### config.mk
export PLATFORM = sky130hd
export DESIGN_NAME = postfix_expression_evaluator
export DESIGN_NICKNAME = d
export VERILOG_FILES = /design/src/design/rpn_pkg.sv /design/src/design/rpn_ram.sv /design/src/design/rpn_fifo.sv /design/src/design/rpn_front.sv /design/src/design/rpn_back.sv /design/src/design/postfix_expression_evaluator.sv
export SDC_FILE = /design/constraint.sdc
export NUM_CORES = 2
export LEC_CHECK = 0
export BUFFER_PORTS_ARGS = -buffer_cell sky130_fd_sc_hd__buf_4
export CORE_ASPECT_RATIO = 1.5
export CORE_MARGIN = 2
export CORE_UTILIZATION = 40
export CTS_CLUSTER_SIZE = 24
export DETAILED_ROUTE_END_ITERATION = 10
export PLACE_DENSITY = 0.67
export SYNTH_ARGS = -nofsm -noshare
export SYNTH_HDL_FRONTEND = slang
export SYNTH_SLANG_ARGS = --single-unit
### constraint.sdc
create_clock -name clk -period 13.4 [get_ports clk]
set_input_delay 0 -clock clk [delete_from_list [all_inputs] [get_ports clk]]
set_output_delay 0 -clock clk [all_outputs]
set_load 0.05 [all_outputs]
### src/design/rpn_pkg.sv
// shared types and constants for the postfix expression evaluator
package rpn_pkg;

  localparam int STACK_DEPTH_DEF = 16;
  localparam int VALUE_WIDTH_DEF = 32;
  localparam int QUEUE_DEPTH     = 2;
  localparam int RESULT_WIDTH    = 32;
  localparam int CHAR_WIDTH      = 8;

  localparam logic [CHAR_WIDTH-1:0] CH_PLUS  = 8'h2b;
  localparam logic [CHAR_WIDTH-1:0] CH_MINUS = 8'h2d;
  localparam logic [CHAR_WIDTH-1:0] CH_STAR  = 8'h2a;
  localparam logic [CHAR_WIDTH-1:0] CH_SLASH = 8'h2f;
  localparam logic [CHAR_WIDTH-1:0] CH_PCT   = 8'h25;
  localparam logic [CHAR_WIDTH-1:0] CH_EQ    = 8'h3d;
  localparam logic [CHAR_WIDTH-1:0] CH_SPACE = 8'h20;
  localparam logic [CHAR_WIDTH-1:0] CH_ZERO  = 8'h30;
  localparam logic [CHAR_WIDTH-1:0] CH_NINE  = 8'h39;

  typedef enum logic [1:0] {
    ST_OK      = 2'd0,
    ST_UNDER   = 2'd1,
    ST_OVER    = 2'd2,
    ST_DIVZERO = 2'd3
  } status_t;

  typedef enum logic [2:0] {
    OP_NONE = 3'd0,
    OP_ADD  = 3'd1,
    OP_SUB  = 3'd2,
    OP_MUL  = 3'd3,
    OP_DIV  = 3'd4,
    OP_MOD  = 3'd5,
    OP_EQ   = 3'd6,
    OP_BAD  = 3'd7
  } op_t;

  typedef struct packed {
    logic has_num;
    op_t  op;
    logic last;
  } tok_ctl_t;

  typedef struct packed {
    logic [CHAR_WIDTH-1:0] character;
    logic                  last;
  } in_item_t;

  typedef struct packed {
    logic signed [RESULT_WIDTH-1:0] value;
    status_t                        status;
  } out_item_t;

endpackage

### src/design/rpn_ram.sv
// generic single-port-write ram with registered read
module rpn_ram #(
  parameter int WIDTH = 32,
  parameter int DEPTH = 16
) (
  input  logic                     clk,
  input  logic                     we,
  input  logic [$clog2(DEPTH)-1:0] waddr,
  input  logic [WIDTH-1:0]         wdata,
  input  logic [$clog2(DEPTH)-1:0] raddr,
  output logic [WIDTH-1:0]         rdata
);

  logic [WIDTH-1:0] mem_r [DEPTH];
  logic [WIDTH-1:0] rdata_r;

  always_ff @(posedge clk) begin
    if (we) begin
      mem_r[waddr] <= wdata;
    end
    rdata_r <= mem_r[raddr];
  end

  assign rdata = rdata_r;

endmodule

### src/design/rpn_fifo.sv
// small register queue between the front and back parts
module rpn_fifo #(
  parameter int WIDTH = 8,
  parameter int DEPTH = 2
) (
  input  logic             clk,
  input  logic             rst_n,
  input  logic             push,
  output logic             full,
  input  logic [WIDTH-1:0] wdata,
  input  logic             pop,
  output logic             empty,
  output logic [WIDTH-1:0] rdata
);

  localparam int AW = (DEPTH > 1) ? $clog2(DEPTH) : 1;
  localparam int CW = $clog2(DEPTH + 1);

  logic [WIDTH-1:0] slot_r [DEPTH];
  logic [AW-1:0]    wptr_r, rptr_r;
  logic [CW-1:0]    cnt_r;

  assign full  = (cnt_r == CW'(DEPTH));
  assign empty = (cnt_r == '0);
  assign rdata = slot_r[rptr_r];

  always_ff @(posedge clk) begin
    if (!rst_n) begin
      wptr_r <= '0;
      rptr_r <= '0;
      cnt_r  <= '0;
    end else begin
      if (push) begin
        wptr_r <= (wptr_r == AW'(DEPTH - 1)) ? '0 : wptr_r + 1'b1;
      end
      if (pop) begin
        rptr_r <= (rptr_r == AW'(DEPTH - 1)) ? '0 : rptr_r + 1'b1;
      end
      case ({push, pop})
        2'b10:   cnt_r <= cnt_r + 1'b1;
        2'b01:   cnt_r <= cnt_r - 1'b1;
        default: cnt_r <= cnt_r;
      endcase
    end
  end

  always_ff @(posedge clk) begin
    if (push) begin
      slot_r[wptr_r] <= wdata;
    end
  end

endmodule

### src/design/rpn_front.sv
// front part: character classification and number accumulation into tokens
module rpn_front #(
  parameter int VALUE_WIDTH = rpn_pkg::VALUE_WIDTH_DEF
) (
  input  logic                   clk,
  input  logic                   rst_n,
  input  logic                   push,
  output logic                   full,
  input  rpn_pkg::in_item_t      in_data,
  output logic                   tok_push,
  input  logic                   tok_full,
  output rpn_pkg::tok_ctl_t      tok_ctl,
  output logic [VALUE_WIDTH-1:0] tok_num
);

  import rpn_pkg::*;

  logic [VALUE_WIDTH-1:0] acc_r, acc_nxt, acc_step;
  logic                   innum_r, innum_nxt;
  logic                   accept;
  logic                   is_digit;
  logic [CHAR_WIDTH-1:0]  digit;
  op_t                    op_code;

  assign full     = tok_full;
  assign accept   = push & ~full;
  assign is_digit = (in_data.character >= CH_ZERO) && (in_data.character <= CH_NINE);
  assign digit    = in_data.character - CH_ZERO;
  // times ten as two shifts
  assign acc_step = (acc_r << 3) + (acc_r << 1) + VALUE_WIDTH'(digit);

  always_comb begin
    unique case (in_data.character)
      CH_PLUS:  op_code = OP_ADD;
      CH_MINUS: op_code = OP_SUB;
      CH_STAR:  op_code = OP_MUL;
      CH_SLASH: op_code = OP_DIV;
      CH_PCT:   op_code = OP_MOD;
      CH_EQ:    op_code = OP_EQ;
      CH_SPACE: op_code = OP_NONE;
      default:  op_code = OP_BAD;
    endcase
  end

  always_comb begin
    acc_nxt   = acc_r;
    innum_nxt = innum_r;
    tok_push  = 1'b0;
    tok_ctl   = '{has_num: innum_r, op: op_code, last: in_data.last};
    tok_num   = acc_r;
    if (accept) begin
      if (is_digit) begin
        acc_nxt         = acc_step;
        innum_nxt       = 1'b1;
        tok_ctl.has_num = 1'b1;
        tok_ctl.op      = OP_NONE;
        tok_num         = acc_step;
        tok_push        = in_data.last;
      end else begin
        acc_nxt   = '0;
        innum_nxt = 1'b0;
        tok_push  = innum_r | (op_code != OP_NONE) | in_data.last;
      end
      if (in_data.last) begin
        acc_nxt   = '0;
        innum_nxt = 1'b0;
      end
    end
  end

  always_ff @(posedge clk) begin
    if (!rst_n) begin
      acc_r   <= '0;
      innum_r <= 1'b0;
    end else begin
      acc_r   <= acc_nxt;
      innum_r <= innum_nxt;
    end
  end

endmodule

### src/design/rpn_back.sv
// back part: operand stack sequencer, shared multiply/divide unit and result register
module rpn_back #(
  parameter int STACK_DEPTH = rpn_pkg::STACK_DEPTH_DEF,
  parameter int VALUE_WIDTH = rpn_pkg::VALUE_WIDTH_DEF
) (
  input  logic                   clk,
  input  logic                   rst_n,
  input  logic                   tok_empty,
  output logic                   tok_pop,
  input  rpn_pkg::tok_ctl_t      tok_ctl,
  input  logic [VALUE_WIDTH-1:0] tok_num,
  output logic                   empty,
  input  logic                   pop,
  output rpn_pkg::out_item_t     out_data
);

  import rpn_pkg::*;

  localparam int W  = VALUE_WIDTH;
  localparam int AW = $clog2(STACK_DEPTH);
  localparam int CW = $clog2(STACK_DEPTH + 1);
  localparam int SW = $clog2(W + 1);
  localparam int XW = (W > RESULT_WIDTH) ? W : RESULT_WIDTH;

  typedef enum logic [9:0] {
    S_IDLE  = 10'b0000000001,
    S_DISP  = 10'b0000000010,
    S_WAITB = 10'b0000000100,
    S_WAITA = 10'b0000001000,
    S_OP    = 10'b0000010000,
    S_MUL   = 10'b0000100000,
    S_DIV   = 10'b0001000000,
    S_POPT  = 10'b0010000000,
    S_WAITT = 10'b0100000000,
    S_EMIT  = 10'b1000000000
  } state_t;

  function automatic status_t flag_err(status_t cur, status_t code);
    return (cur == ST_OK) ? code : cur;
  endfunction

  function automatic state_t next_after(logic last, logic fin);
    return last ? (fin ? S_EMIT : S_POPT) : S_IDLE;
  endfunction

  state_t          state_r, state_nxt;
  logic [CW-1:0]   cnt_r, cnt_nxt, cnt_dec;
  status_t         err_r, err_nxt;
  logic            fin_r, fin_nxt;
  logic            out_valid_r, out_valid_nxt;
  logic [W-1:0]    fval_r, fval_nxt;
  tok_ctl_t        tok_r, tok_nxt;
  logic [W-1:0]    a_r, a_nxt, b_r, b_nxt, res_r, res_nxt;
  logic [W-1:0]    wq_r, wq_nxt, wd_r, wd_nxt;
  logic [W-1:0]    wr_r, wr_nxt;
  logic [SW-1:0]   step_r, step_nxt;
  logic            negq_r, negq_nxt, negr_r, negr_nxt;
  out_item_t       out_data_r, out_data_nxt;

  logic            push_req;
  logic [W-1:0]    push_val;
  logic            we;
  logic [AW-1:0]   waddr, raddr;
  logic [W-1:0]    rdata;
  logic [W:0]      div_sh, div_diff;
  logic [W-1:0]    quo_val, rem_val, emit_val;
  logic signed [XW-1:0] ext_val;

  rpn_ram #(
    .WIDTH (W),
    .DEPTH (STACK_DEPTH)
  ) u_stack (
    .clk   (clk),
    .we    (we),
    .waddr (waddr),
    .wdata (push_val),
    .raddr (raddr),
    .rdata (rdata)
  );

  assign cnt_dec  = cnt_r - 1'b1;
  assign raddr    = cnt_dec[AW-1:0];
  assign waddr    = cnt_r[AW-1:0];
  assign div_sh   = {wr_r, wq_r[W-1]};
  assign div_diff = div_sh - {1'b0, wd_r};
  assign quo_val  = negq_r ? (~wq_r + 1'b1) : wq_r;
  assign rem_val  = negr_r ? (~wr_r + 1'b1) : wr_r;
  assign emit_val = fin_r ? fval_r : res_r;
  assign ext_val  = XW'(signed'(emit_val));
  assign empty    = ~out_valid_r;
  assign out_data = out_data_r;

  always_comb begin
    state_nxt     = state_r;
    cnt_nxt       = cnt_r;
    err_nxt       = err_r;
    fin_nxt       = fin_r;
    fval_nxt      = fval_r;
    tok_nxt       = tok_r;
    a_nxt         = a_r;
    b_nxt         = b_r;
    res_nxt       = res_r;
    wq_nxt        = wq_r;
    wd_nxt        = wd_r;
    wr_nxt        = wr_r;
    step_nxt      = step_r;
    negq_nxt      = negq_r;
    negr_nxt      = negr_r;
    out_valid_nxt = out_valid_r & ~pop;
    out_data_nxt  = out_data_r;
    tok_pop       = 1'b0;
    push_req      = 1'b0;
    push_val      = res_r;
    we            = 1'b0;

    unique case (state_r)
      S_IDLE: begin
        if (!tok_empty) begin
          tok_pop = 1'b1;
          tok_nxt = tok_ctl;
          if (!fin_r && tok_ctl.has_num) begin
            push_req = 1'b1;
            push_val = tok_num;
          end
          state_nxt = S_DISP;
        end
      end
      S_DISP: begin
        if (fin_r || tok_r.op == OP_NONE) begin
          state_nxt = next_after(tok_r.last, fin_r);
        end else if (cnt_r != '0) begin
          cnt_nxt   = cnt_dec;
          state_nxt = S_WAITB;
        end else begin
          err_nxt   = flag_err(err_r, ST_UNDER);
          a_nxt     = '0;
          b_nxt     = '0;
          state_nxt = S_OP;
        end
      end
      S_WAITB: begin
        b_nxt = rdata;
        if (cnt_r != '0) begin
          cnt_nxt   = cnt_dec;
          state_nxt = S_WAITA;
        end else begin
          err_nxt   = flag_err(err_r, ST_UNDER);
          a_nxt     = '0;
          state_nxt = S_OP;
        end
      end
      S_WAITA: begin
        a_nxt     = rdata;
        state_nxt = S_OP;
      end
      S_OP: begin
        state_nxt = next_after(tok_r.last, fin_r);
        unique case (tok_r.op)
          OP_ADD: begin
            push_req = 1'b1;
            push_val = a_r + b_r;
          end
          OP_SUB: begin
            push_req = 1'b1;
            push_val = a_r - b_r;
          end
          OP_MUL: begin
            wd_nxt    = a_r;
            wq_nxt    = b_r;
            res_nxt   = '0;
            state_nxt = S_MUL;
          end
          OP_DIV, OP_MOD: begin
            if (b_r == '0) begin
              err_nxt  = flag_err(err_r, ST_DIVZERO);
              push_req = 1'b1;
              push_val = '0;
            end else begin
              negq_nxt  = a_r[W-1] ^ b_r[W-1];
              negr_nxt  = a_r[W-1];
              wq_nxt    = a_r[W-1] ? (~a_r + 1'b1) : a_r;
              wd_nxt    = b_r[W-1] ? (~b_r + 1'b1) : b_r;
              wr_nxt    = '0;
              step_nxt  = '0;
              state_nxt = S_DIV;
            end
          end
          OP_EQ: begin
            fin_nxt   = 1'b1;
            fval_nxt  = b_r;
            state_nxt = next_after(tok_r.last, 1'b1);
          end
          default: begin
            state_nxt = next_after(tok_r.last, fin_r);
          end
        endcase
      end
      S_MUL: begin
        if (wq_r == '0) begin
          push_req  = 1'b1;
          push_val  = res_r;
          state_nxt = next_after(tok_r.last, fin_r);
        end else begin
          if (wq_r[0]) begin
            res_nxt = res_r + wd_r;
          end
          wd_nxt = wd_r << 1;
          wq_nxt = wq_r >> 1;
        end
      end
      S_DIV: begin
        if (step_r == SW'(W)) begin
          push_req  = 1'b1;
          push_val  = (tok_r.op == OP_MOD) ? rem_val : quo_val;
          state_nxt = next_after(tok_r.last, fin_r);
        end else begin
          if (!div_diff[W]) begin
            wr_nxt = div_diff[W-1:0];
            wq_nxt = {wq_r[W-2:0], 1'b1};
          end else begin
            wr_nxt = div_sh[W-1:0];
            wq_nxt = {wq_r[W-2:0], 1'b0};
          end
          step_nxt = step_r + 1'b1;
        end
      end
      S_POPT: begin
        if (cnt_r != '0) begin
          cnt_nxt   = cnt_dec;
          state_nxt = S_WAITT;
        end else begin
          err_nxt   = flag_err(err_r, ST_UNDER);
          res_nxt   = '0;
          state_nxt = S_EMIT;
        end
      end
      S_WAITT: begin
        res_nxt   = rdata;
        state_nxt = S_EMIT;
      end
      S_EMIT: begin
        if (!out_valid_r || pop) begin
          out_valid_nxt       = 1'b1;
          out_data_nxt.value  = ext_val[RESULT_WIDTH-1:0];
          out_data_nxt.status = err_r;
          cnt_nxt             = '0;
          err_nxt             = ST_OK;
          fin_nxt             = 1'b0;
          fval_nxt            = '0;
          state_nxt           = S_IDLE;
        end
      end
      default: begin
        state_nxt = S_IDLE;
      end
    endcase

    if (push_req) begin
      if (cnt_r < CW'(STACK_DEPTH)) begin
        we      = 1'b1;
        cnt_nxt = cnt_r + 1'b1;
      end else begin
        err_nxt = flag_err(err_nxt, ST_OVER);
      end
    end
  end

  always_ff @(posedge clk) begin
    if (!rst_n) begin
      state_r     <= S_IDLE;
      cnt_r       <= '0;
      err_r       <= ST_OK;
      fin_r       <= 1'b0;
      out_valid_r <= 1'b0;
    end else begin
      state_r     <= state_nxt;
      cnt_r       <= cnt_nxt;
      err_r       <= err_nxt;
      fin_r       <= fin_nxt;
      out_valid_r <= out_valid_nxt;
    end
  end

  always_ff @(posedge clk) begin
    fval_r     <= fval_nxt;
    tok_r      <= tok_nxt;
    a_r        <= a_nxt;
    b_r        <= b_nxt;
    res_r      <= res_nxt;
    wq_r       <= wq_nxt;
    wd_r       <= wd_nxt;
    wr_r       <= wr_nxt;
    step_r     <= step_nxt;
    negq_r     <= negq_nxt;
    negr_r     <= negr_nxt;
    out_data_r <= out_data_nxt;
  end

endmodule

### src/design/postfix_expression_evaluator.sv
// top level of the postfix expression evaluator
// only token-ending characters reach the back part through the token queue
// the back part multiplies by shift and add, one step per bit up to the top set bit of
// the multiplier, and divides for / and % by restoring steps over VALUE_WIDTH bits,
// skipped on a zero divisor; the result and its status are held in the output register
// until popped; synchronous active-low reset clears control state, not the ram
module postfix_expression_evaluator #(
  parameter int STACK_DEPTH = rpn_pkg::STACK_DEPTH_DEF,
  parameter int VALUE_WIDTH = rpn_pkg::VALUE_WIDTH_DEF
) (
  input  logic               clk,
  input  logic               rst_n,
  input  logic               push,
  output logic               full,
  input  rpn_pkg::in_item_t  in_data,
  output logic               empty,
  input  logic               pop,
  output rpn_pkg::out_item_t out_data
);

  import rpn_pkg::*;

  localparam int CTL_WIDTH = $bits(tok_ctl_t);
  localparam int TOK_WIDTH = CTL_WIDTH + VALUE_WIDTH;

  logic                   q_push, q_full, q_pop, q_empty;
  tok_ctl_t               f_ctl, q_ctl;
  logic [VALUE_WIDTH-1:0] f_num, q_num;
  logic [TOK_WIDTH-1:0]   q_wdata, q_rdata;

  rpn_front #(
    .VALUE_WIDTH (VALUE_WIDTH)
  ) u_front (
    .clk      (clk),
    .rst_n    (rst_n),
    .push     (push),
    .full     (full),
    .in_data  (in_data),
    .tok_push (q_push),
    .tok_full (q_full),
    .tok_ctl  (f_ctl),
    .tok_num  (f_num)
  );

  assign q_wdata = {f_ctl, f_num};

  rpn_fifo #(
    .WIDTH (TOK_WIDTH),
    .DEPTH (QUEUE_DEPTH)
  ) u_queue (
    .clk   (clk),
    .rst_n (rst_n),
    .push  (q_push),
    .full  (q_full),
    .wdata (q_wdata),
    .pop   (q_pop),
    .empty (q_empty),
    .rdata (q_rdata)
  );

  assign q_ctl = tok_ctl_t'(q_rdata[TOK_WIDTH-1:VALUE_WIDTH]);
  assign q_num = q_rdata[VALUE_WIDTH-1:0];

  rpn_back #(
    .STACK_DEPTH (STACK_DEPTH),
    .VALUE_WIDTH (VALUE_WIDTH)
  ) u_back (
    .clk       (clk),
    .rst_n     (rst_n),
    .tok_empty (q_empty),
    .tok_pop   (q_pop),
    .tok_ctl   (q_ctl),
    .tok_num   (q_num),
    .empty     (empty),
    .pop       (pop),
    .out_data  (out_data)
  );

  a_queue_room: assert property (@(posedge clk) disable iff (!rst_n)
    q_push |-> !q_full)
    else $error("token written into a full queue");

  a_queue_data: assert property (@(posedge clk) disable iff (!rst_n)
    q_pop |-> !q_empty)
    else $error("token taken from an empty queue");

  a_last_token: assert property (@(posedge clk) disable iff (!rst_n)
    (push && !full && in_data.last) |=> !q_empty)
    else $error("final character did not produce a queued token");

endmodule
==> flow_results.org <==
** Status
- Result of the run :: finished, final reports clean

** Floorplanning
- The die is 429 µm tall.
- Effective utilization at floorplan :: 0.402
- Core Footprint :: 0.120 mm²
- Row generation in the floorplan step produced 156 rows.
- The die covers 0.123 mm².
- Number of top-level design ports :: 49
- The die is 288 µm wide.

** Clocking
- The clock drives 945 sinks.
- Clock slew at the register clock pins of the worst setup and hold paths :: 70 ps
- Clock network latency to the later pin of the worst-skew pair :: 720 ps
- Buffers inserted during clock tree synthesis total 88.
- Once the clock tree was built, the setup fixing pass inserted 0 buffers.
- H-tree levels :: 3
- TritonCTS clock tree :: yes
- The tree is rooted in a sky130_fd_sc_hd__clkbuf_16.
- Maximum number of buffers from clock root to sink :: 3

** Worst setup path
- Cells traversed along the worst timing path :: nor3_1 > nand3_1 > or3_1 > o31ai_1 > xor2_1 > ha_1 > and3_1 > nand2_1 > a211oi_1 > o21ai_0 > a21oi_1 > mux2i_1 > a21oi_1 > o2bb2ai_1
- The worst register-to-register path ends at u_back.u_stack.mem_r[4][19]$_DFFE_PP_.
- By instance count, the cell type seen most on the critical path is sky130_fd_sc_hd__a21oi_1.
- For this design, the slowest cell found on the critical path is sky130_fd_sc_hd__o2bb2ai_1.
- Crit start category :: flop
- STA puts the critical path data arrival time at 6290 ps.
- Worst setup path class :: reg -> reg
- Maximum fanout encountered on the critical timing path :: 16
- The largest single stage delay on the critical path is 950 ps.
- In this run the register-to-register setup slack is 7440 ps.
- The startpoint identified for the worst register-to-register timing path is u_back.b_r[2]$_SDFFCE_PN0P_.
- The worst setup path is captured at a flop.
- Destination of the critical timing path :: u_back.u_stack.mem_r[4][19]$_DFFE_PP_
- Worst Reg-to-Reg Cells :: 14
- Endpoint required time on the critical path :: 13730 ps
- Critical path launch point :: u_back.b_r[2]$_SDFFCE_PN0P_

** Synthesis
- Syn Nets :: 3883
- Post-synthesis average cell area :: 13.0 µm²
- Post-synth ARST share :: 0
- Post-synth EDFFs :: 856
- Number of standard cells after synthesis :: 3699
- Leading post-synthesis cells by cell area :: sky130_fd_sc_hd__edfxtp_1, sky130_fd_sc_hd__mux4_2, sky130_fd_sc_hd__ha_1
- Of the post-synthesis cell area, the dominant cell type holds 0.533.
- For this run, the leading register cell type out of synthesis is sky130_fd_sc_hd__edfxtp_1.
- After synthesis the netlist holds a flip-flop and latch count of 945.
- For this run, the number of Yosys warnings is 0.
- Summed over all instances, the cell type with the most area after synthesis is sky130_fd_sc_hd__edfxtp_1.
- Unique cell type count in the Yosys netlist :: 99
- After synthesis the cells add up to 0.0482 mm².
- Of the synthesized area, sequential elements account for 0.570.

** Global routing
- Wire length of the first global-routing pass :: 205000 µm
- Total global routing track utilization :: 0.226
- For this run the aggregate overflow at the end of global routing stands at 0.
- The via count of the first global-routing pass came to 31400.
- Pin count of the biggest net entering global routing :: 101
- The number of antenna violations at the first check in global routing was 4.

** Place
- Pre-CTS setup slack :: 7240 ps
- The HPWL after detailed placement is 96700 µm.
- Buffers on Ports :: 48
- Including well taps, the total number of placed cells is 5215.
- Post-Place Cell Area :: 0.0506 mm²
- Final GP Congestion :: 0.983

** Detailed routing
- Drt first-iter violations :: 2940
- Antenna-violating nets left :: 0
- Pre-antenna DRT Iters :: 6
- DRC errors left :: 0
- Using the TritonRoute via totals, the vias-per-cell ratio works out to 5.84.
- After detailed routing, the total wire length is 141000 µm.
- Final routed wire length divided by cell count :: 26.0 µm
- Across all layers, the routed design uses 31500 vias.

** Finish
- Synthesis-to-layout area growth :: 11.3%
- The register with the most flip-flops in the layout has 512 of them.
- Of the cells placed in the final design, the portion with a size suffix greater than 1 is 0.150.
- Final Non-Filler Cells :: 5396
- With fillers left out, the area of the finished cells amounts to 0.0537 mm².
- Top reg by flops :: u_back.u_stack.mem_r
- Number of nets at the end of the flow :: 3923

** STA
- Clock period minus worst slack :: 5960 ps
- For the final routed database, the setup TNS stands at 0 ps.
- Number of setup violations in the final report :: 0
- In the finished design, the share of the clock period the worst path needs comes to 0.445.
- Final WS setup :: 7440 ps
- Pins over their slew limit :: 0
- Based on the critical path, the design can be clocked at up to 168 MHz.
- For the pin with the worst max-slew slack, the measured transition is 1270 ps.
- Post-route clock skew :: 46.3 ps
- Worst relative slew slack :: 0.146
- Number of hold violations in the final report :: 0
- Setup repair after global routing missed its margin :: false

** Power and ir drop
- Summed over all cells, the static leakage comes to 0.0186 µW.
- For this design the ratio of total power to cell area is 150 mW/mm².
- Summing internal, switching and leakage power gives 8070 µW.
- Largest voltage drop on the vdd net :: 0.115 mV

** Flow run
- Across the run, the number of max-cap violations was 0.

** Hold path
- The path class of the tightest hold or removal check is in -> reg.
-- layout by cell type (no fill, tap or decap), drive strengths merged, types with 34 or more instances in the layout --
master	netlist	final
clkinv	0	34
nor2	248	248
xor2	146	146
and2	129	129
mux2	56	56
buf	37	112
o31ai	46	46
mux2i	70	70
ha	162	162
a21o	43	43
dfxtp	89	89
a21oi	200	200
nand3	38	38
o21ai	231	231
a22oi	48	48
nand2	232	232
nor3	45	45
clkbuf	139	113
nor2b	47	47
mux4	160	160
nand2b	37	37
inv	105	110
xnor2	115	115
edfxtp	856	856
-- report_power, final --
| part | internal (µW) | switching, µW |
|---|---|---|
| logic | 698 | 1100 |
| clock network | 1400 | 1170 |
| registers | 3510 | 194 |
| total | 5600 | 2460 |
-- layer usage --
metal / wire, µm / track usage
met1: 51700 / 0.262
met2: 71500 / 0.393
met3: 8040 / 0.0304
met4: 9260 / 0.137
met5: 14 / 0
-- synthesized netlist by cell type (all sizes together), types with 14 or more instances --
master / number
nor2: 248
and3: 14
or3: 31
a21o: 43
inv: 105
a22o: 31
a31oi: 17
o41ai: 20
mux4: 160
ha: 162
o31ai: 46
o21a: 19
nand2: 232
or2: 17
o21bai: 16
buf: 37
and2: 129
nor4: 14
or4: 29
a211oi: 26
o21ai: 231
dfxtp: 89
nand3: 38
xor2: 146
mux2i: 70
nor2b: 47
a22oi: 48
o22ai: 19
nor3: 45
xnor2: 115
a21oi: 200
mux2: 56
nand2b: 37
edfxtp: 856
clkbuf: 139
nand4: 19
-- how the worst min path moves through the flow --
stage	startpoint	to	depth (start not counted)
6_report	in_data[8]	u_queue.slot_r[0][33]$_DFFE_PP_	5
5_1_grt	in_data[0]	u_queue.slot_r[0][32]$_DFFE_PP_	2
4_1_cts	in_data[8]	u_queue.slot_r[0][35]$_DFFE_PP_	5
3_5_place_dp	in_data[0]	u_queue.slot_r[0][32]$_DFFE_PP_	1
3_3_place_gp	in_data[0]	u_queue.slot_r[1][32]$_DFFE_PP_	1
2_1_floorplan	in_data[0]	u_queue.slot_r[0][32]$_DFFE_PP_	0
-- final cells by class --
type                            count  area [µm²]
Timing Repair Buffer              126         993
Antenna cell                        2        5.00
Clock inverter                     52         537
Sequential cell                   945       27500
Fill cell                       10700       66400
Inverter                          105         394
Clock buffer                      113        2390
Tap cell                         1580        1980
Multi-Input combinational cell   2473       19900
-- logic make-up (layout without fill, tap and decap cells) --
kind of cell	Yosys count	count (layout)	synth area share
compound gates	818	818	0.112
xor+xnor	261	261	0.0474
fa+ha+maj	171	171	0.0458
buf+inv	281	396	0.0231
flops	945	945	0.570
mux	286	286	0.102
other cells	0	2	0
simple gates	937	937	0.0998
-- timing repair --
| action | CTS | global route |
|---|---|---|
| hold endpoints to repair | 71 | 0 |
| resized for setup | 0 | 0 |
| hold buffers | 14 | 0 |
-- critical path: cells and delay by family, from the launching register on --
kind,cells,cell delay [ps]
adders and majority gates,1,360
and+or+nand+nor,5,1810
DFF,1,510
AOI/OAI and AO/OA,6,2570
xor gates and xnor gates,1,110
muxes,1,220
-- per-stage QoR --
stage                      util  hold slack, ps
final                     0.447            75.2
after global routing      0.447            78.8
after CTS                 0.447            30.6
after detailed placement  0.422             247
after global placement    0.422             239
after floorplan               -            98.9
(Power assumes the default switching activity.)
